===== config.mk =====
export PLATFORM = sky130hd
export DESIGN_NAME = adaptive_replacement_cache_policy_flat
export DESIGN_NICKNAME = d
export VERILOG_FILES = /design/src/design/arc_pkg.sv /design/src/design/arc_if.sv /design/src/design/arc_cell.sv /design/src/design/arc_divider.sv /design/src/design/adaptive_replacement_cache_policy.sv /design/src/flat_wrapper.sv
export VERILOG_INCLUDE_DIRS = /design/src /design/src/design
export SDC_FILE = /design/constraint.sdc
export NUM_CORES = 2
export LEC_CHECK = 0
export BUFFER_PORTS_ARGS = -buffer_cell sky130_fd_sc_hd__buf_2
export CORE_MARGIN = 4
export CORE_UTILIZATION = 45
export CTS_CLUSTER_SIZE = 28
export DETAILED_ROUTE_END_ITERATION = 10
export SLEW_MARGIN = 20
export SYNTH_ARGS = -nofsm -noshare
export SYNTH_HDL_FRONTEND = slang
export SYNTH_SLANG_ARGS = --single-unit
export TNS_END_PERCENT = 5

===== constraint.sdc =====
create_clock -name clock -period 10.4 [get_ports clock]
set_input_delay 2.08 -clock clock [delete_from_list [all_inputs] [get_ports clock]]
set_output_delay 2.08 -clock clock [all_outputs]
set_load 0.05 [all_outputs]

===== src/design/adaptive_replacement_cache_policy_macros.svh =====
// Assertion macros used by the cache policy module.
`ifndef ADAPTIVE_REPLACEMENT_CACHE_POLICY_MACROS_SVH
`define ADAPTIVE_REPLACEMENT_CACHE_POLICY_MACROS_SVH
// Implication checked on every clock edge outside reset.
`define ARC_ASSERT_IMP(label, clk, rst, ante, cons, msg) \
   label: assert property (@(posedge clk) disable iff (rst) (ante) |-> (cons)) else $error(msg);
// Implication whose consequent is checked in the cycle after the antecedent.
`define ARC_ASSERT_NEXT(label, clk, rst, ante, cons, msg) \
   label: assert property (@(posedge clk) disable iff (rst) (ante) |=> (cons)) else $error(msg);
`endif


===== src/design/arc_pkg.sv =====
//------------------------------------------------------------------------------
// arc_pkg
// Types and constants shared by the cache policy modules.
//------------------------------------------------------------------------------
`default_nettype none
package arc_pkg;
   // List codes of a directory entry.
   typedef enum logic [1:0] {
      LIST_T1 = 2'd0,
      LIST_T2 = 2'd1,
      LIST_B1 = 2'd2,
      LIST_B2 = 2'd3
   } list_type;

   // Outcome codes of a result.
   localparam logic [2:0] OUT_MISS  = 3'd0;
   localparam logic [2:0] OUT_HIT_T1 = 3'd1;
   localparam logic [2:0] OUT_HIT_T2 = 3'd2;
   localparam logic [2:0] OUT_GHOST_B1 = 3'd3;
   localparam logic [2:0] OUT_GHOST_B2 = 3'd4;

   localparam int unsigned SIZE_W = 5;
   localparam logic [SIZE_W-1:0] SIZE_RESET = 5'd16;

   // Operation broadcast to every cell in the same cycle.
   typedef enum logic [2:0] {
      OP_NONE   = 3'd0,
      OP_SEARCH = 3'd1,
      OP_FIND   = 3'd2,
      OP_UNLINK = 3'd3,
      OP_LINK   = 3'd4,
      OP_FLUSH  = 3'd5,
      OP_FREE   = 3'd6
   } op_type;
endpackage
`default_nettype wire


===== src/design/arc_if.sv =====
//------------------------------------------------------------------------------
// arc_req_if / arc_rsp_if / arc_csr_if
// Valid/ready channels of the cache policy.
//------------------------------------------------------------------------------
`default_nettype none
interface arc_req_if;
   logic valid;
   logic ready;
   logic [31:0] page_key;
   modport source (output valid, output page_key, input ready);
   modport sink (input valid, input page_key, output ready);
endinterface

interface arc_rsp_if;
   logic valid;
   logic ready;
   logic [2:0] outcome;
   logic evicted_valid;
   logic [31:0] evicted_key;
   logic [4:0] target_t1_size;
   modport source (output valid, output outcome, output evicted_valid,
                   output evicted_key, output target_t1_size, input ready);
   modport sink (input valid, input outcome, input evicted_valid,
                 input evicted_key, input target_t1_size, output ready);
endinterface

interface arc_csr_if;
   logic valid;
   logic ready;
   logic [4:0] cache_size;
   modport source (output valid, output cache_size, input ready);
   modport sink (input valid, input cache_size, output ready);
endinterface
`default_nettype wire


===== src/design/arc_cell.sv =====
//------------------------------------------------------------------------------
// arc_cell
// One directory slot: key, list, rank and valid, with local match logic.
//------------------------------------------------------------------------------
`default_nettype none
module arc_cell #(
   parameter int KEY_WIDTH = 32,
   parameter int RANK_W = 5
) (
   input  wire logic clock,
   input  wire logic reset,
   input  wire arc_pkg::op_type op,
   input  wire logic [KEY_WIDTH-1:0] op_key,
   input  wire arc_pkg::list_type op_list,
   input  wire logic [RANK_W-1:0] op_rank,
   input  wire logic sel,
   input  wire logic free_in,
   output logic free_out,
   output logic hit,
   output logic [KEY_WIDTH-1:0] key_out,
   output arc_pkg::list_type list_out,
   output logic [RANK_W-1:0] rank_out
);
   import arc_pkg::*;

   logic [KEY_WIDTH-1:0] key_ff;
   list_type list_ff, list_in;
   logic [RANK_W-1:0] rank_ff, rank_in;
   logic valid_ff, valid_in;
   logic same_list;

   assign same_list = valid_ff && (list_ff == op_list);
   assign key_out = key_ff;
   assign list_out = list_ff;
   assign rank_out = rank_ff;
   // Free-slot priority chain passes along the row.
   assign free_out = free_in && valid_ff;

   // Match against the broadcast query.
   always_comb begin
      case (op)
         OP_SEARCH: hit = valid_ff && (key_ff == op_key);
         OP_FIND:   hit = same_list && (rank_ff == op_rank);
         OP_FREE:   hit = free_in && !valid_ff;
         default:   hit = 1'b0;
      endcase
   end

   // Next state of the slot.
   always_comb begin
      list_in = list_ff;
      rank_in = rank_ff;
      valid_in = valid_ff;
      case (op)
         OP_FLUSH: begin
            valid_in = 1'b0;
            list_in = LIST_T1;
            rank_in = '0;
         end
         OP_UNLINK: begin
            if (sel) valid_in = 1'b0;
            else if (same_list && rank_ff > op_rank) rank_in = rank_ff - 1'b1;
         end
         OP_LINK: begin
            if (sel) begin
               valid_in = 1'b1;
               list_in = op_list;
               rank_in = '0;
            end else if (same_list) rank_in = rank_ff + 1'b1;
         end
         default: ;
      endcase
   end

   always_ff @(posedge clock) begin
      if (reset) begin
         valid_ff <= 1'b0;
         list_ff <= LIST_T1;
         rank_ff <= '0;
      end else begin
         valid_ff <= valid_in;
         list_ff <= list_in;
         rank_ff <= rank_in;
      end
   end

   // Key store is written only when a new page takes the slot.
   always_ff @(posedge clock) begin
      if (op == OP_LINK && sel && op_list == LIST_T1) key_ff <= op_key;
   end
endmodule
`default_nettype wire


===== src/design/arc_divider.sv =====
//------------------------------------------------------------------------------
// arc_divider
// Restoring divider for ghost list lengths, one quotient bit per cycle.
//------------------------------------------------------------------------------
`default_nettype none
module arc_divider #(
   parameter int W = 9
) (
   input  wire logic clock,
   input  wire logic reset,
   input  wire logic start,
   input  wire logic [W-1:0] dividend,
   input  wire logic [W-1:0] divisor,
   output logic busy,
   output logic [W-1:0] quotient
);
   localparam int CW = $clog2(W + 1);
   logic [CW-1:0] cnt_ff;
   logic [W-1:0] rem_ff, quo_ff, div_ff;
   logic [W:0] trial;

   assign busy = (cnt_ff != '0);
   assign quotient = quo_ff;
   assign trial = {rem_ff, quo_ff[W-1]} - {1'b0, div_ff};

   // Shift in one dividend bit per cycle, subtract when it fits.
   always_ff @(posedge clock) begin
      if (reset) begin
         cnt_ff <= '0;
      end else if (start) begin
         cnt_ff <= CW'(W);
         rem_ff <= '0;
         quo_ff <= dividend;
         div_ff <= divisor;
      end else if (busy) begin
         cnt_ff <= cnt_ff - 1'b1;
         if (!trial[W]) begin
            rem_ff <= trial[W-1:0];
            quo_ff <= {quo_ff[W-2:0], 1'b1};
         end else begin
            rem_ff <= {rem_ff[W-2:0], quo_ff[W-1]};
            quo_ff <= {quo_ff[W-2:0], 1'b0};
         end
      end
   end
endmodule
`default_nettype wire


===== src/design/adaptive_replacement_cache_policy.sv =====
//------------------------------------------------------------------------------
// adaptive_replacement_cache_policy
// ARC page replacement directory built as a row of slot cells.
//------------------------------------------------------------------------------
// Channel  Dir  Payload                                        Handshake
// req      in   page_key                                       req_valid/ready
// rsp      out  outcome, evicted_valid/key, target_t1_size     rsp_valid/ready
// csr      in   cache_size                                     csr_valid/ready
// One request at a time; the sequencer steps through its states issuing at
// most one broadcast cell operation per cycle, and a ghost hit also waits
// for the divider before the target is adapted.
// Reset (synchronous) empties all lists, clears p and sets cache_size to 16
// (CAPACITY if smaller). A finished result is held in the output register
// until taken; the next request is accepted once the result register is free.
//------------------------------------------------------------------------------
`default_nettype none
`include "adaptive_replacement_cache_policy_macros.svh"
module adaptive_replacement_cache_policy #(
   parameter int CAPACITY = 16,
   parameter int KEY_WIDTH = 32
) (
   input wire logic clock,
   input wire logic reset,
   arc_req_if.sink req,
   arc_rsp_if.source rsp,
   arc_csr_if.sink csr
);
   import arc_pkg::*;

   localparam int SLOTS = 2 * CAPACITY;
   localparam int RW = $clog2(SLOTS + 1);
   localparam int IW = $clog2(SLOTS);
   localparam int CW = RW + 1;

   typedef enum logic [4:0] {
      S_IDLE, S_SEARCH, S_DIV_WAIT, S_REP_PICK, S_REP_FIND, S_REP_UNLINK,
      S_REP_LINK, S_DROP_FIND, S_DROP_UNLINK, S_HIT_UNLINK, S_HIT_LINK,
      S_FREE, S_INS_LINK, S_MISS_DECIDE, S_DONE
   } state_type;

   state_type state_ff;
   op_type op;
   list_type op_list;
   logic [RW-1:0] op_rank;
   logic [KEY_WIDTH-1:0] key_ff;
   logic [SIZE_W-1:0] csize_ff, p_ff;
   logic [RW-1:0] cnt_ff [4];
   logic [IW-1:0] slot_ff, hit_slot_ff;
   logic hit_found_ff, in_b2_ff, rep_t1_ff, after_rep_ff;
   list_type drop_list_ff, hit_list_ff;
   logic [2:0] outcome_ff;
   logic ev_ff;
   logic [31:0] evk_ff;
   logic rsp_valid_ff;
   logic [SLOTS-1:0] cell_hit, cell_sel;
   logic [SLOTS:0] free_chain;
   logic [KEY_WIDTH-1:0] cell_key [SLOTS];
   list_type cell_list [SLOTS];
   logic [RW-1:0] cell_rank [SLOTS];
   logic any_hit;
   logic [IW-1:0] hit_idx;
   logic div_start, div_busy;
   logic [CW-1:0] div_q, div_n, div_d;
   logic [CW-1:0] l1, tot, csz;
   logic [SIZE_W:0] p_sum;
   logic [SIZE_W-1:0] d_sz;

   assign req.ready = (state_ff == S_IDLE) && !rsp_valid_ff && !csr.valid;
   assign csr.ready = (state_ff == S_IDLE) && !rsp_valid_ff;
   assign rsp.valid = rsp_valid_ff;
   assign rsp.outcome = outcome_ff;
   assign rsp.evicted_valid = ev_ff;
   assign rsp.evicted_key = ev_ff ? evk_ff : 32'd0;
   assign rsp.target_t1_size = p_ff;

   // Operation broadcast by the sequencer in each state.
   always_comb begin
      op = OP_NONE;
      op_list = LIST_T1;
      op_rank = '0;
      cell_sel = '0;
      case (state_ff)
         S_SEARCH: op = OP_SEARCH;
         S_REP_FIND: begin
            op = OP_FIND;
            op_list = rep_t1_ff ? LIST_T1 : LIST_T2;
            op_rank = cnt_ff[op_list] - 1'b1;
         end
         S_DROP_FIND: begin
            op = OP_FIND;
            op_list = drop_list_ff;
            op_rank = cnt_ff[op_list] - 1'b1;
         end
         S_REP_UNLINK, S_DROP_UNLINK: begin
            op = OP_UNLINK;
            op_list = cell_list[slot_ff];
            op_rank = cell_rank[slot_ff];
            cell_sel[slot_ff] = 1'b1;
         end
         S_REP_LINK: begin
            op = OP_LINK;
            op_list = rep_t1_ff ? LIST_B1 : LIST_B2;
            cell_sel[slot_ff] = 1'b1;
         end
         S_HIT_UNLINK: begin
            op = OP_UNLINK;
            op_list = hit_list_ff;
            op_rank = cell_rank[hit_slot_ff];
            cell_sel[hit_slot_ff] = 1'b1;
         end
         S_HIT_LINK: begin
            op = OP_LINK;
            op_list = LIST_T2;
            cell_sel[hit_slot_ff] = 1'b1;
         end
         S_FREE: op = OP_FREE;
         S_INS_LINK: begin
            op = OP_LINK;
            op_list = LIST_T1;
            cell_sel[slot_ff] = 1'b1;
         end
         default: ;
      endcase
      if (csr.valid && csr.ready) op = OP_FLUSH;
   end

   // Row of directory cells.
   assign free_chain[0] = 1'b1;
   for (genvar g = 0; g < SLOTS; g++) begin : g_cell
      arc_cell #(.KEY_WIDTH(KEY_WIDTH), .RANK_W(RW)) u_cell (
         .clock(clock), .reset(reset), .op(op), .op_key(key_ff),
         .op_list(op_list), .op_rank(op_rank), .sel(cell_sel[g]),
         .free_in(free_chain[g]), .free_out(free_chain[g+1]),
         .hit(cell_hit[g]), .key_out(cell_key[g]), .list_out(cell_list[g]),
         .rank_out(cell_rank[g])
      );
   end

   // Encode the single matching cell.
   always_comb begin
      hit_idx = '0;
      for (int i = 0; i < SLOTS; i++) if (cell_hit[i]) hit_idx = IW'(i);
   end
   assign any_hit = |cell_hit;

   // Ghost list ratio for the adaptation step.
   assign div_start = (state_ff == S_SEARCH) && any_hit &&
                      (cell_list[hit_idx] == LIST_B1 || cell_list[hit_idx] == LIST_B2);
   always_comb begin
      if (cell_list[hit_idx] == LIST_B1) begin
         div_n = CW'(cnt_ff[LIST_B2]);
         div_d = (cnt_ff[LIST_B1] != '0) ? CW'(cnt_ff[LIST_B1]) : CW'(1);
      end else begin
         div_n = CW'(cnt_ff[LIST_B1]);
         div_d = (cnt_ff[LIST_B2] != '0) ? CW'(cnt_ff[LIST_B2]) : CW'(1);
      end
   end
   arc_divider #(.W(CW)) u_div (
      .clock(clock), .reset(reset), .start(div_start), .dividend(div_n),
      .divisor(div_d), .busy(div_busy), .quotient(div_q)
   );

   assign l1 = CW'(cnt_ff[LIST_T1]) + CW'(cnt_ff[LIST_B1]);
   assign tot = l1 + CW'(cnt_ff[LIST_T2]) + CW'(cnt_ff[LIST_B2]);
   assign csz = CW'(csize_ff);
   assign d_sz = (div_q == '0) ? SIZE_W'(1) :
                 (div_q > CW'(csize_ff)) ? csize_ff : SIZE_W'(div_q);
   assign p_sum = {1'b0, p_ff} + {1'b0, d_sz};

   // Sequencer, counters and result register.
   always_ff @(posedge clock) begin
      if (reset) begin
         state_ff <= S_IDLE;
         csize_ff <= (CAPACITY < 16) ? SIZE_W'(CAPACITY) : SIZE_RESET;
         p_ff <= '0;
         for (int k = 0; k < 4; k++) cnt_ff[k] <= '0;
         rsp_valid_ff <= 1'b0;
      end else begin
         if (rsp_valid_ff && rsp.ready) rsp_valid_ff <= 1'b0;
         case (state_ff)
            S_IDLE: begin
               if (csr.valid && csr.ready) begin
                  csize_ff <= (csr.cache_size == '0) ? SIZE_W'(1) :
                     (32'(csr.cache_size) > CAPACITY) ? SIZE_W'(CAPACITY) : csr.cache_size;
                  p_ff <= '0;
                  for (int k = 0; k < 4; k++) cnt_ff[k] <= '0;
               end else if (req.valid && req.ready) begin
                  key_ff <= KEY_WIDTH'(req.page_key);
                  ev_ff <= 1'b0;
                  evk_ff <= '0;
                  state_ff <= S_SEARCH;
               end
            end
            S_SEARCH: begin
               hit_found_ff <= any_hit;
               hit_slot_ff <= hit_idx;
               hit_list_ff <= cell_list[hit_idx];
               after_rep_ff <= 1'b0;
               if (!any_hit) begin
                  outcome_ff <= OUT_MISS;
                  state_ff <= S_MISS_DECIDE;
               end else begin
                  case (cell_list[hit_idx])
                     LIST_T1: outcome_ff <= OUT_HIT_T1;
                     LIST_T2: outcome_ff <= OUT_HIT_T2;
                     LIST_B1: outcome_ff <= OUT_GHOST_B1;
                     default: outcome_ff <= OUT_GHOST_B2;
                  endcase
                  in_b2_ff <= (cell_list[hit_idx] == LIST_B2);
                  state_ff <= div_start ? S_DIV_WAIT : S_HIT_UNLINK;
               end
            end
            S_DIV_WAIT: begin
               if (!div_busy) begin
                  if (!in_b2_ff)
                     p_ff <= (p_sum > {1'b0, csize_ff}) ? csize_ff : p_sum[SIZE_W-1:0];
                  else
                     p_ff <= (p_ff > d_sz) ? p_ff - d_sz : '0;
                  state_ff <= S_REP_PICK;
               end
            end
            S_MISS_DECIDE: begin
               in_b2_ff <= 1'b0;
               if (l1 == csz) begin
                  if (CW'(cnt_ff[LIST_T1]) < csz) begin
                     drop_list_ff <= LIST_B1;
                     after_rep_ff <= 1'b1;
                  end else begin
                     drop_list_ff <= LIST_T1;
                  end
                  state_ff <= S_DROP_FIND;
               end else if (l1 < csz && tot >= csz) begin
                  if (tot == {csz[CW-2:0], 1'b0}) begin
                     drop_list_ff <= LIST_B2;
                     after_rep_ff <= 1'b1;
                     state_ff <= S_DROP_FIND;
                  end else state_ff <= S_REP_PICK;
               end else state_ff <= S_FREE;
            end
            S_DROP_FIND: begin
               slot_ff <= hit_idx;
               if (any_hit && cnt_ff[drop_list_ff] != '0) begin
                  if (drop_list_ff == LIST_T1) begin
                     ev_ff <= 1'b1;
                     evk_ff <= 32'(cell_key[hit_idx]);
                  end
                  state_ff <= S_DROP_UNLINK;
               end else state_ff <= after_rep_ff ? S_REP_PICK : S_FREE;
            end
            S_DROP_UNLINK: begin
               cnt_ff[drop_list_ff] <= cnt_ff[drop_list_ff] - 1'b1;
               state_ff <= after_rep_ff ? S_REP_PICK : S_FREE;
            end
            S_REP_PICK: begin
               logic ft1;
               logic [RW-1:0] t1;
               t1 = cnt_ff[LIST_T1];
               ft1 = (t1 != '0) && ((in_b2_ff && CW'(t1) == CW'(p_ff)) ||
                     CW'(t1) > CW'(p_ff));
               if (!ft1 && cnt_ff[LIST_T2] == '0) ft1 = (t1 != '0);
               rep_t1_ff <= ft1;
               if (!ft1 && cnt_ff[LIST_T2] == '0)
                  state_ff <= hit_found_ff ? S_HIT_UNLINK : S_FREE;
               else state_ff <= S_REP_FIND;
            end
            S_REP_FIND: begin
               slot_ff <= hit_idx;
               if (any_hit) begin
                  ev_ff <= 1'b1;
                  evk_ff <= 32'(cell_key[hit_idx]);
                  state_ff <= S_REP_UNLINK;
               end else state_ff <= hit_found_ff ? S_HIT_UNLINK : S_FREE;
            end
            S_REP_UNLINK: begin
               if (rep_t1_ff) cnt_ff[LIST_T1] <= cnt_ff[LIST_T1] - 1'b1;
               else cnt_ff[LIST_T2] <= cnt_ff[LIST_T2] - 1'b1;
               state_ff <= S_REP_LINK;
            end
            S_REP_LINK: begin
               if (rep_t1_ff) cnt_ff[LIST_B1] <= cnt_ff[LIST_B1] + 1'b1;
               else cnt_ff[LIST_B2] <= cnt_ff[LIST_B2] + 1'b1;
               state_ff <= hit_found_ff ? S_HIT_UNLINK : S_FREE;
            end
            S_HIT_UNLINK: begin
               cnt_ff[hit_list_ff] <= cnt_ff[hit_list_ff] - 1'b1;
               state_ff <= S_HIT_LINK;
            end
            S_HIT_LINK: begin
               cnt_ff[LIST_T2] <= cnt_ff[LIST_T2] + 1'b1;
               state_ff <= S_DONE;
            end
            S_FREE: begin
               slot_ff <= hit_idx;
               state_ff <= any_hit ? S_INS_LINK : S_DONE;
            end
            S_INS_LINK: begin
               cnt_ff[LIST_T1] <= cnt_ff[LIST_T1] + 1'b1;
               state_ff <= S_DONE;
            end
            S_DONE: begin
               rsp_valid_ff <= 1'b1;
               state_ff <= S_IDLE;
            end
            default: state_ff <= S_IDLE;
         endcase
      end
   end

   // Checks on the sequencer and directory.
   `ARC_ASSERT_IMP(a_one_match, clock, reset, op == OP_SEARCH, $onehot0(cell_hit), "two cells match one key")
   `ARC_ASSERT_IMP(a_p_bound, clock, reset, 1'b1, p_ff <= csize_ff, "target above cache size")
   `ARC_ASSERT_NEXT(a_done_rsp, clock, reset, state_ff == S_DONE, rsp_valid_ff, "result not posted")
   `ARC_ASSERT_IMP(a_no_accept_busy, clock, reset, rsp_valid_ff, !req.ready, "request taken over held result")
endmodule
`default_nettype wire


===== src/flat_wrapper.sv =====
// flat-port wrapper written by rule: the top's interface ports become plain ports
module adaptive_replacement_cache_policy_flat import arc_pkg::*;
#(
   parameter int CAPACITY = 16,
   parameter int KEY_WIDTH = 32
)
  (clock, reset, req_valid, req_page_key, req_ready, rsp_valid, rsp_outcome, rsp_evicted_valid, rsp_evicted_key, rsp_target_t1_size, rsp_ready, csr_valid, csr_cache_size, csr_ready);
  arc_req_if req_i ();
  arc_rsp_if rsp_i ();
  arc_csr_if csr_i ();
  input wire logic clock;
  input wire logic reset;
  input wire logic [$bits(req_i.valid)-1:0] req_valid;
  input wire logic [$bits(req_i.page_key)-1:0] req_page_key;
  output wire logic [$bits(req_i.ready)-1:0] req_ready;
  output wire logic [$bits(rsp_i.valid)-1:0] rsp_valid;
  output wire logic [$bits(rsp_i.outcome)-1:0] rsp_outcome;
  output wire logic [$bits(rsp_i.evicted_valid)-1:0] rsp_evicted_valid;
  output wire logic [$bits(rsp_i.evicted_key)-1:0] rsp_evicted_key;
  output wire logic [$bits(rsp_i.target_t1_size)-1:0] rsp_target_t1_size;
  input wire logic [$bits(rsp_i.ready)-1:0] rsp_ready;
  input wire logic [$bits(csr_i.valid)-1:0] csr_valid;
  input wire logic [$bits(csr_i.cache_size)-1:0] csr_cache_size;
  output wire logic [$bits(csr_i.ready)-1:0] csr_ready;
  assign req_i.valid = req_valid;
  assign req_i.page_key = req_page_key;
  assign req_ready = req_i.ready;
  assign rsp_valid = rsp_i.valid;
  assign rsp_outcome = rsp_i.outcome;
  assign rsp_evicted_valid = rsp_i.evicted_valid;
  assign rsp_evicted_key = rsp_i.evicted_key;
  assign rsp_target_t1_size = rsp_i.target_t1_size;
  assign rsp_i.ready = rsp_ready;
  assign csr_i.valid = csr_valid;
  assign csr_i.cache_size = csr_cache_size;
  assign csr_ready = csr_i.ready;
  adaptive_replacement_cache_policy #(.CAPACITY(CAPACITY), .KEY_WIDTH(KEY_WIDTH)) u_core (.clock(clock), .reset(reset), .req(req_i), .rsp(rsp_i), .csr(csr_i));
endmodule

Yosys cells after proc, flatten, opt, wreduce, memory -nomap -nowiden
Memory sizes are Yosys's and may differ from the RTL's. A register that Yosys moved wholly into a read port is not among the register bits.
Index checks and enable logic that the tools add are counted.
- memories kept: 1
- register bits after elaboration: 1438
- RAM bits: 24
- memories (name ; depth ; bits a word ; rd ports ; clocked after memory_dff ; write ports ; RTL line ; source):
    u_core.cnt_ff ; 4 ; 6 ; 7 ; 2 ; 4 ; adaptive_replacement_cache_policy.sv:47 ; logic [RW-1:0] cnt_ff [4];
- eq/ne operators: 293
- multiplexer cells: 525
- reduce and logical (&&, ||, !) cells: 447
- magnitude comparators: 47
- bitwise gates (word level): 15
- add/subtract/negate cells: 80
- operators by type and width (operator ; number):
    $eq 32x32->1 ; 32
    $mux 6 ; 147
    $pmux 6 s3 ; 32
    $logic_and 1x1->1 ; 268
    $mux 32 ; 8
    $sub 6x1->6 const B ; 37
    $add 6x1->6 const B ; 36
    $pmux 1 s3 ; 65
    $eq 6x6->1 ; 32
    $gt 6x6->1 ; 32
    $mux 5 ; 33
    $bmux 32 s5 ; 1
    $ne 2x1->1 const B ; 68
    $ne 2x2->1 const B ; 68
    $reduce_and 4->1 ; 34
    $pmux 2 s2 ; 32
    $mux 1 ; 119
    $reduce_and 3->1 ; 35
    $mux 2 ; 48
    $ne 3x2->1 const B ; 32
    $pmux 32 s3 ; 1
    $reduce_and 2->1 ; 38
    $pmux 5 s13 ; 1
    $eq 2x2->1 ; 32
    62 further kinds ; 176

Longest topological paths before layout
- depth after elaboration: 50
- gate-level depth with buffers: 37

Modules after synthesis
Synthesis repeated with hierarchy kept, for this count alone.
- cell total of the unflattened synthesis: 8320
- area total of the unflattened synthesis: 94398.0 um2
- by module, submodules not included (module ; cells each ; sequential area each (um2) ; times used ; area each (um2)):
    arc_cell (u_core.g_cell[14].u_cell ...) ; 201 ; 1141.1 ; 20 ; 2254.7
    adaptive_replacement_cache_policy ; 1898 ; 3683.5 ; 1 ; 21199.1
    arc_cell (u_core.g_cell[4].u_cell ...) ; 185 ; 1141.1 ; 6 ; 2188.3
    arc_cell (u_core.g_cell[0].u_cell ...) ; 197 ; 1141.1 ; 5 ; 2277.2
    arc_cell (u_core.g_cell[20].u_cell) ; 188 ; 1141.1 ; 1 ; 2222.1
    arc_divider ; 119 ; 690.7 ; 1 ; 1367.6

Least setup slack after synthesis
No wires, ideal clock.
- path kind: register -> register
- start: reg u_core.slot_ff[0]
- end: reg u_core.u_div.quo_ff[0], in the netlist u_core.u_div.quotient[0] (enable)
- data arrival time: 10.006 ns
- required time: 10.016 ns
- cell stages (with the launch flop): 37
- library setup time: 0.384 ns
- period minus slack after synthesis: 10.390 ns
- slack: 0.010 ns
- path through: edfxtp_1 buf_6 buf_2 buf_2 buf_1 buf_1 clkbuf_1 mux4_2 a22oi_1 o2111ai_1 a211oi_1 ha_1 and4_1 and3_1 nand2_1 or3_1 a2111oi_0 a41oi_1 and4_1 nor2b_1 o31ai_1 o21a_1 buf_4 buf_6 buf_4 mux2i_1 mux2_2 o2bb2ai_1 a21oi_1 nand3_1 ha_1 clkbuf_1 o211a_1 buf_2 buf_2 nor2_1 nor2_1
- cells in the longest elaborated chain, start to end: 49
- elaborated cells on any way between the ends: 212
- classes of those cells: eq/ne (66); mux (74); bitwise (2); reduce/logical (70)
- RTL lines (element ; RTL line ; source):
    start, declared ; adaptive_replacement_cache_policy.sv:48 ; logic [IW-1:0] slot_ff, hit_slot_ff;
    start signal, assigned ; adaptive_replacement_cache_policy.sv:241 ; slot_ff <= hit_idx;
    start signal, assigned ; adaptive_replacement_cache_policy.sv:267 ; slot_ff <= hit_idx;
    start signal, assigned ; adaptive_replacement_cache_policy.sv:293 ; slot_ff <= hit_idx;
    $not 5->6 (not written as such) * ; adaptive_replacement_cache_policy.sv:96, adaptive_replacement_cache_policy.sv:97 ;
    $bmux 2 s5 ; adaptive_replacement_cache_policy.sv:96 ; op_list = cell_list[slot_ff];
    $mux 2 (not written as such) (2 in a row) ; adaptive_replacement_cache_policy.sv:96 ;
    $pmux 2 s6 ; adaptive_replacement_cache_policy.sv:82 ; case (state_ff)
    $eq 2x2->1 ; arc_cell.sv:32 ; assign same_list = valid_ff && (list_ff == op_list);
    $logic_and 1x1->1 ; arc_cell.sv:32 ;
    $logic_and 1x1->1 ; arc_cell.sv:43 ; OP_FIND: hit = same_list && (rank_ff == op_rank);
    $pmux 1 s3 ; arc_cell.sv:41 ; case (op)
    (+31 left out) ; -- ;
    $not 5->6 (not written as such) ; adaptive_replacement_cache_policy.sv:148 ; (cell_list[hit_idx] == LIST_B1 || cell_list[hit_idx] == LIST_B2);
    $bmux 2 s5 ; adaptive_replacement_cache_policy.sv:148 ;
    $mux 2 (not written as such) (2 in a row) ; adaptive_replacement_cache_policy.sv:148 ;
    $eq 2x2->1 ; adaptive_replacement_cache_policy.sv:148 ;
    $logic_or 1x1->1 ; adaptive_replacement_cache_policy.sv:148 ;
    $logic_and 1x1->1 * ; adaptive_replacement_cache_policy.sv:147 ; assign div_start = (state_ff == S_SEARCH) && any_hit &&
    $reduce_bool 2->1 (no source line) * ; -- ;
    $reduce_and 2->1 (no source line) * ; -- ;
    end signal, assigned ; arc_divider.sv:33 ; quo_ff <= dividend;
    end signal, assigned ; arc_divider.sv:39 ; quo_ff <= {quo_ff[W-2:0], 1'b1};
    end signal, assigned ; arc_divider.sv:42 ; quo_ff <= {quo_ff[W-2:0], 1'b0};
    end, declared ; arc_divider.sv:19 ; logic [W-1:0] rem_ff, quo_ff, div_ff;
Mark *: on every way between the ends. The rest lies on a longest branch, timed or not. The select of a mux whose other input is x is not followed.
A chain may end at the register's enable or synchronous reset.

Worst setup path in the final report
- start: reg u_core.hit_slot_ff[0]
- end: reg u_core.evk_ff[5], data pin
- cells in the longest elaborated chain, start to end: 46
- elaborated cells on any way between the ends: 137
- classes of those cells: eq/ne (31); mux (73); bitwise (2); reduce/logical (31)
- RTL lines (element ; RTL line ; source):
    start, declared ; adaptive_replacement_cache_policy.sv:48 ;
    start signal, assigned ; adaptive_replacement_cache_policy.sv:196 ; hit_slot_ff <= hit_idx;
    $not 5->6 (not written as such) * ; adaptive_replacement_cache_policy.sv:108 ; op_rank = cell_rank[hit_slot_ff];
    $bmux 6 s5 * ; adaptive_replacement_cache_policy.sv:108 ;
    $mux 6 (not written as such) * (2 in a row) ; adaptive_replacement_cache_policy.sv:108 ;
    $pmux 6 s4 * ; adaptive_replacement_cache_policy.sv:82 ;
    $eq 6x6->1 ; arc_cell.sv:43 ;
    $logic_and 1x1->1 ; arc_cell.sv:43 ;
    $pmux 1 s3 ; arc_cell.sv:41 ;
    $mux 1 ; adaptive_replacement_cache_policy.sv:142 ; for (int i = 0; i < SLOTS; i++) if (cell_hit[i]) hit_idx = IW'(i);
    (+14 left out) ; -- ;
    $mux 5 (15 in a row) ; adaptive_replacement_cache_policy.sv:142 ;
    $mux 5 * ; adaptive_replacement_cache_policy.sv:142 ;
    $not 5->6 (not written as such) * ; adaptive_replacement_cache_policy.sv:245, adaptive_replacement_cache_policy.sv:270 ;
    $bmux 32 s5 * ; adaptive_replacement_cache_policy.sv:245, adaptive_replacement_cache_policy.sv:270 ;
    $mux 32 (not written as such) * (2 in a row) ; adaptive_replacement_cache_policy.sv:245, adaptive_replacement_cache_policy.sv:270 ;
    $mux 32 ; adaptive_replacement_cache_policy.sv:243 ; if (drop_list_ff == LIST_T1) begin
    $mux 32 ; adaptive_replacement_cache_policy.sv:242 ; if (any_hit && cnt_ff[drop_list_ff] != '0) begin
    $pmux 32 s3 * ; adaptive_replacement_cache_policy.sv:180 ; case (state_ff)
    end signal, assigned ; adaptive_replacement_cache_policy.sv:245 ; evk_ff <= 32'(cell_key[hit_idx]);
    end signal, assigned ; adaptive_replacement_cache_policy.sv:270 ; evk_ff <= 32'(cell_key[hit_idx]);
    end, declared ; adaptive_replacement_cache_policy.sv:53 ; logic [31:0] evk_ff;
Marked as above.

==> metrics.cfg <==
[die]
rows = 165
die_width_um = 460.7
floorplan.initialDensity = 0.4544
die_area_um2 = 212200
coreArea_um2 = 202900
die_h_um = 460.7
boundaryPins = 86

[placement]
pre_cts_ws_ps = 871.1
placed_standard_cell_area_um2 = 95490
gp_congestion = 1.024
dpl.cell_count = 11143
dpl.hpwl_um = 264500
port_buffers = 85

[job]
max-cap-violations = 0

[yosys]
postSynth.asyncResetShare = 0
syn_area_um2 = 92220
synth.ff_latch_count = 1464
number_of_distinct_library_cells_after_synthesis = 100
edff_count_synth = 1154
postSynthCellCount = 8817
postSynthNetCount = 9199
warnings_synthesis = 0
average_instance_area_after_synthesis_um2 = 10.46
synth-seq-area-share = 0.4431
yosys_most_used_dff = sky130_fd_sc_hd__edfxtp_1

[timing]
post-route-period-util = 0.9622
setup-violations-final = 0
tightest_slew_ps = 1302
fin_tns_setup_ps = 0
drv_slew = 0
post-route-worst-setup-slack_ps = 393.4
achievable-frequency_ghz = 0.09993
slew_headroom = 0.1240
final-hold-violation-count = 0
rsz0062_at_grt = no
finClkSkew_ps = 77.88
period_minus_slack_ps = 10010

[routing]
number_of_design_rule_violations_left_after_detail_routing = 0
detailedRoute.firstPassIterationCount = 9
ant_nets = 0
wl_per_cell_um = 32.18
routed_wl_um = 368900
drt-vias-per-instance = 6.607
num_vias = 75748
first_iter_violations = 10513

[finish]
layout.cell_area.non_filler_um2 = 101200
syn_to_layout_area_delta_pct = 9.740
final_nets = 9032
stdcell_count = 11464
layout-drive-gt1-share = 0.1061
nFillCells = 18246

[clocking]
post_cts.repair.setup_buffers = 0
clock-root-buffer = sky130_fd_sc_hd__clkbuf_16
path_clk_slew_ps = 60
clock_latency_ps = 870
clock_tree_from_tritoncts = built
cts-buffers-inserted = 164
ctsHtreeMaxLevel = 4
clock_sinks = 1464
ctsLongestPathBuffers = 3
hold_buffers = 0
postCtsResizedCells = 0

[pwr]
power_per_cell_area_nw_per_um2 = 219.9
report.power.total_mw = 22.25
irDropWorstVdd_mv = 0.1964
total_leakage_power_nw = 37.04

[worst_hold_path]
min_delay_worst_endpoint = u_core.g_cell[12].u_cell.valid_ff
worstHoldStart = u_core.g_cell[12].u_cell.valid_ff
hold_depth = 2
hold_class = reg -> reg

[critical_path]
worst-endpoint-arrival_ps = 10550
timing.critical_path.required_ps = 10940
timing.reg2reg.worst_path_depth = 23
critPathMaxFanout = 139
worstSetupStartpointType = register
r2r-start = u_core.hit_slot_ff[0]
worstSetupEndpointType = register
r2r_setup_slack_ps = 390
worst_setup_path_category = reg -> reg
crit-reg2reg-capture = u_core.evk_ff[5]

[run_status]
status = finished, final reports clean

[global_route]
first_global_vias = 70759
grt-ovfl-total = 0
grt_first_pass_wirelength_um = 521700
grt_antenna_before_repair = 15
grt_util_all_layers = 0.3366
grt_max_degree = 140

==> flip-flops by register name (all words and copies together) (netlist names), 2 cells and up, named ones only <==
signal                         cells
u_core.g_cell.u_cell.rank_out    192
u_core.u_div.cnt_ff                3
u_core.g_cell.u_cell.valid_ff     32
u_core.rsp.target_t1_size          5
u_core.csize_ff                    5
u_core.g_cell.u_cell.key_out    1024
u_core.slot_ff                     5
u_core.hit_slot_ff                 5
u_core.u_div.quotient              7
u_core.state_ff                    4
u_core.hit_list_ff                 2
u_core.cnt_ff                     24
u_core.key_ff                     32
u_core.g_cell.u_cell.list_out     64
u_core.u_div.div_ff                6
u_core.evk_ff                     32
u_core.rsp.outcome                 3
u_core.u_div.rem_ff                7
u_core.drop_list_ff                2
==> synthesized netlist by cell type (82+ instances only) <==
master	number	area share
sky130_fd_sc_hd__a211oi_1	249	0.020
sky130_fd_sc_hd__a21oi_1	584	0.032
sky130_fd_sc_hd__and2_1	100	0.0068
sky130_fd_sc_hd__buf_1	82	0.0033
sky130_fd_sc_hd__buf_2	96	0.0052
sky130_fd_sc_hd__clkbuf_1	403	0.016
sky130_fd_sc_hd__dfxtp_1	310	0.067
sky130_fd_sc_hd__edfxtp_1	1154	0.38
sky130_fd_sc_hd__ha_1	329	0.045
sky130_fd_sc_hd__inv_1	218	0.0089
sky130_fd_sc_hd__mux2i_1	596	0.065
sky130_fd_sc_hd__mux4_2	114	0.028
sky130_fd_sc_hd__nand2_1	544	0.022
sky130_fd_sc_hd__nand3_1	180	0.0098
sky130_fd_sc_hd__nand4_1	199	0.013
sky130_fd_sc_hd__nor2_1	598	0.024
sky130_fd_sc_hd__nor3_1	191	0.010
sky130_fd_sc_hd__nor4_1	179	0.012
sky130_fd_sc_hd__o21ai_0	278	0.015
sky130_fd_sc_hd__or3_1	87	0.0059
sky130_fd_sc_hd__xnor2_1	547	0.052
sky130_fd_sc_hd__xor2_1	588	0.056
==> worst max-delay path, cell delays in order, from the launching register on <==
cell                       delay (ps)
sky130_fd_sc_hd__edfxtp_1         970
sky130_fd_sc_hd__buf_12           320
sky130_fd_sc_hd__mux4_2           550
sky130_fd_sc_hd__a221oi_1         340
sky130_fd_sc_hd__a31oi_1          440
sky130_fd_sc_hd__a21oi_1          230
sky130_fd_sc_hd__o21ai_0          320
sky130_fd_sc_hd__a21oi_4          480
sky130_fd_sc_hd__buf_4            380
sky130_fd_sc_hd__ha_1             200
sky130_fd_sc_hd__and4_1           200
sky130_fd_sc_hd__nand3_1          370
sky130_fd_sc_hd__or3_1            470
sky130_fd_sc_hd__o311ai_1         550
sky130_fd_sc_hd__a21oi_1           90
sky130_fd_sc_hd__nand2_1          110
sky130_fd_sc_hd__a21oi_1          150
sky130_fd_sc_hd__nor2_4           330
sky130_fd_sc_hd__buf_12           480
sky130_fd_sc_hd__buf_12           670
sky130_fd_sc_hd__a211oi_1         120
sky130_fd_sc_hd__a21oi_1          520
sky130_fd_sc_hd__a211oi_1         240
sky130_fd_sc_hd__o31ai_1          770
==> cell usage in the layout, fill, tap and decap left out, types with 211 or more instances in the layout <==
| cell type | instances |
|---|---|
| sky130_fd_sc_hd__edfxtp_1 | 1154 |
| sky130_fd_sc_hd__mux2i_1 | 596 |
| sky130_fd_sc_hd__xor2_1 | 588 |
| sky130_fd_sc_hd__a21oi_1 | 582 |
| sky130_fd_sc_hd__nor2_1 | 565 |
| sky130_fd_sc_hd__xnor2_1 | 547 |
| sky130_fd_sc_hd__nand2_1 | 540 |
| sky130_fd_sc_hd__ha_1 | 329 |
| sky130_fd_sc_hd__dfxtp_1 | 310 |
| sky130_fd_sc_hd__o21ai_0 | 275 |
| sky130_fd_sc_hd__a211oi_1 | 248 |
| sky130_fd_sc_hd__inv_1 | 216 |
| sky130_fd_sc_hd__buf_4 | 211 |
==> per-stage QoR <==
step	utilization	hold WS [ps]
after floorplan	-	453.8
after global placement	0.4703	474.2
after detailed placement	0.4705	472.1
after CTS	0.4970	480.1
after global routing	0.4986	520.4
final	0.4987	481.1
==> worst max-delay path by stage <==
stage,start,endpoint,depth (start not counted)
after floorplan,u_core.slot_ff[0],u_core.u_div.quotient[0],36
after global placement,u_core.hit_slot_ff[0],u_core.u_div.rem_ff[4],30
after detailed placement,u_core.hit_slot_ff[0],u_core.u_div.rem_ff[4],29
after CTS,u_core.hit_slot_ff[0],u_core.u_div.rem_ff[4],29
after global routing,u_core.hit_slot_ff[0],u_core.u_div.div_ff[4],30
final,u_core.hit_slot_ff[0],u_core.evk_ff[5],23
==> kinds of logic (layout without fill, tap and decap cells) <==
group	count (synthesis)	in the layout	share of synthesized area
other cells	0	8	0
flops	1464	1464	0.4431
compound gates	1869	1869	0.1335
buf+inv	886	853	0.04141
mux	791	791	0.1024
simple gates	2332	2332	0.1248
fa+ha+maj	340	340	0.04702
xor+xnor	1135	1135	0.1078
==> report_power, final <==
part / leakage, nW / internal [mW] / total (mW) / switching (mW)
clock: 2.60 / 3.31 / 5.94 / 2.63
combinational: 21.5 / 3.09 / 8.65 / 5.56
sequential: 13.0 / 6.74 / 7.66 / 0.928
total: 37.0 / 13.1 / 22.3 / 9.12
==> cell type report <==
| type | instances | area, um^2 | share of cell area |
|---|---|---|---|
| multi-input cells | 6467 | 47990 | 0.4742 |
| flip-flops and latches | 1464 | 40860 | 0.4037 |
| clock buffers | 209 | 4388 | 0.04336 |
| well taps | 2672 | 3343 | 0.03303 |
| repair buffers | 333 | 2784 | 0.02751 |
| clock inverters | 91 | 987.2 | 0.009754 |
| inverters | 220 | 830.8 | 0.008209 |
| diodes | 8 | 20.02 | 0.0001978 |
==> per-layer routing <==
layer | GRT usage | share of wire
met5 | 0 | 0.00015
met4 | 0.1718 | 0.063
met1 | 0.4484 | 0.39
met2 | 0.5134 | 0.44
met3 | 0.07755 | 0.11
No activity file was read; power rests on OpenSTA's default activity.
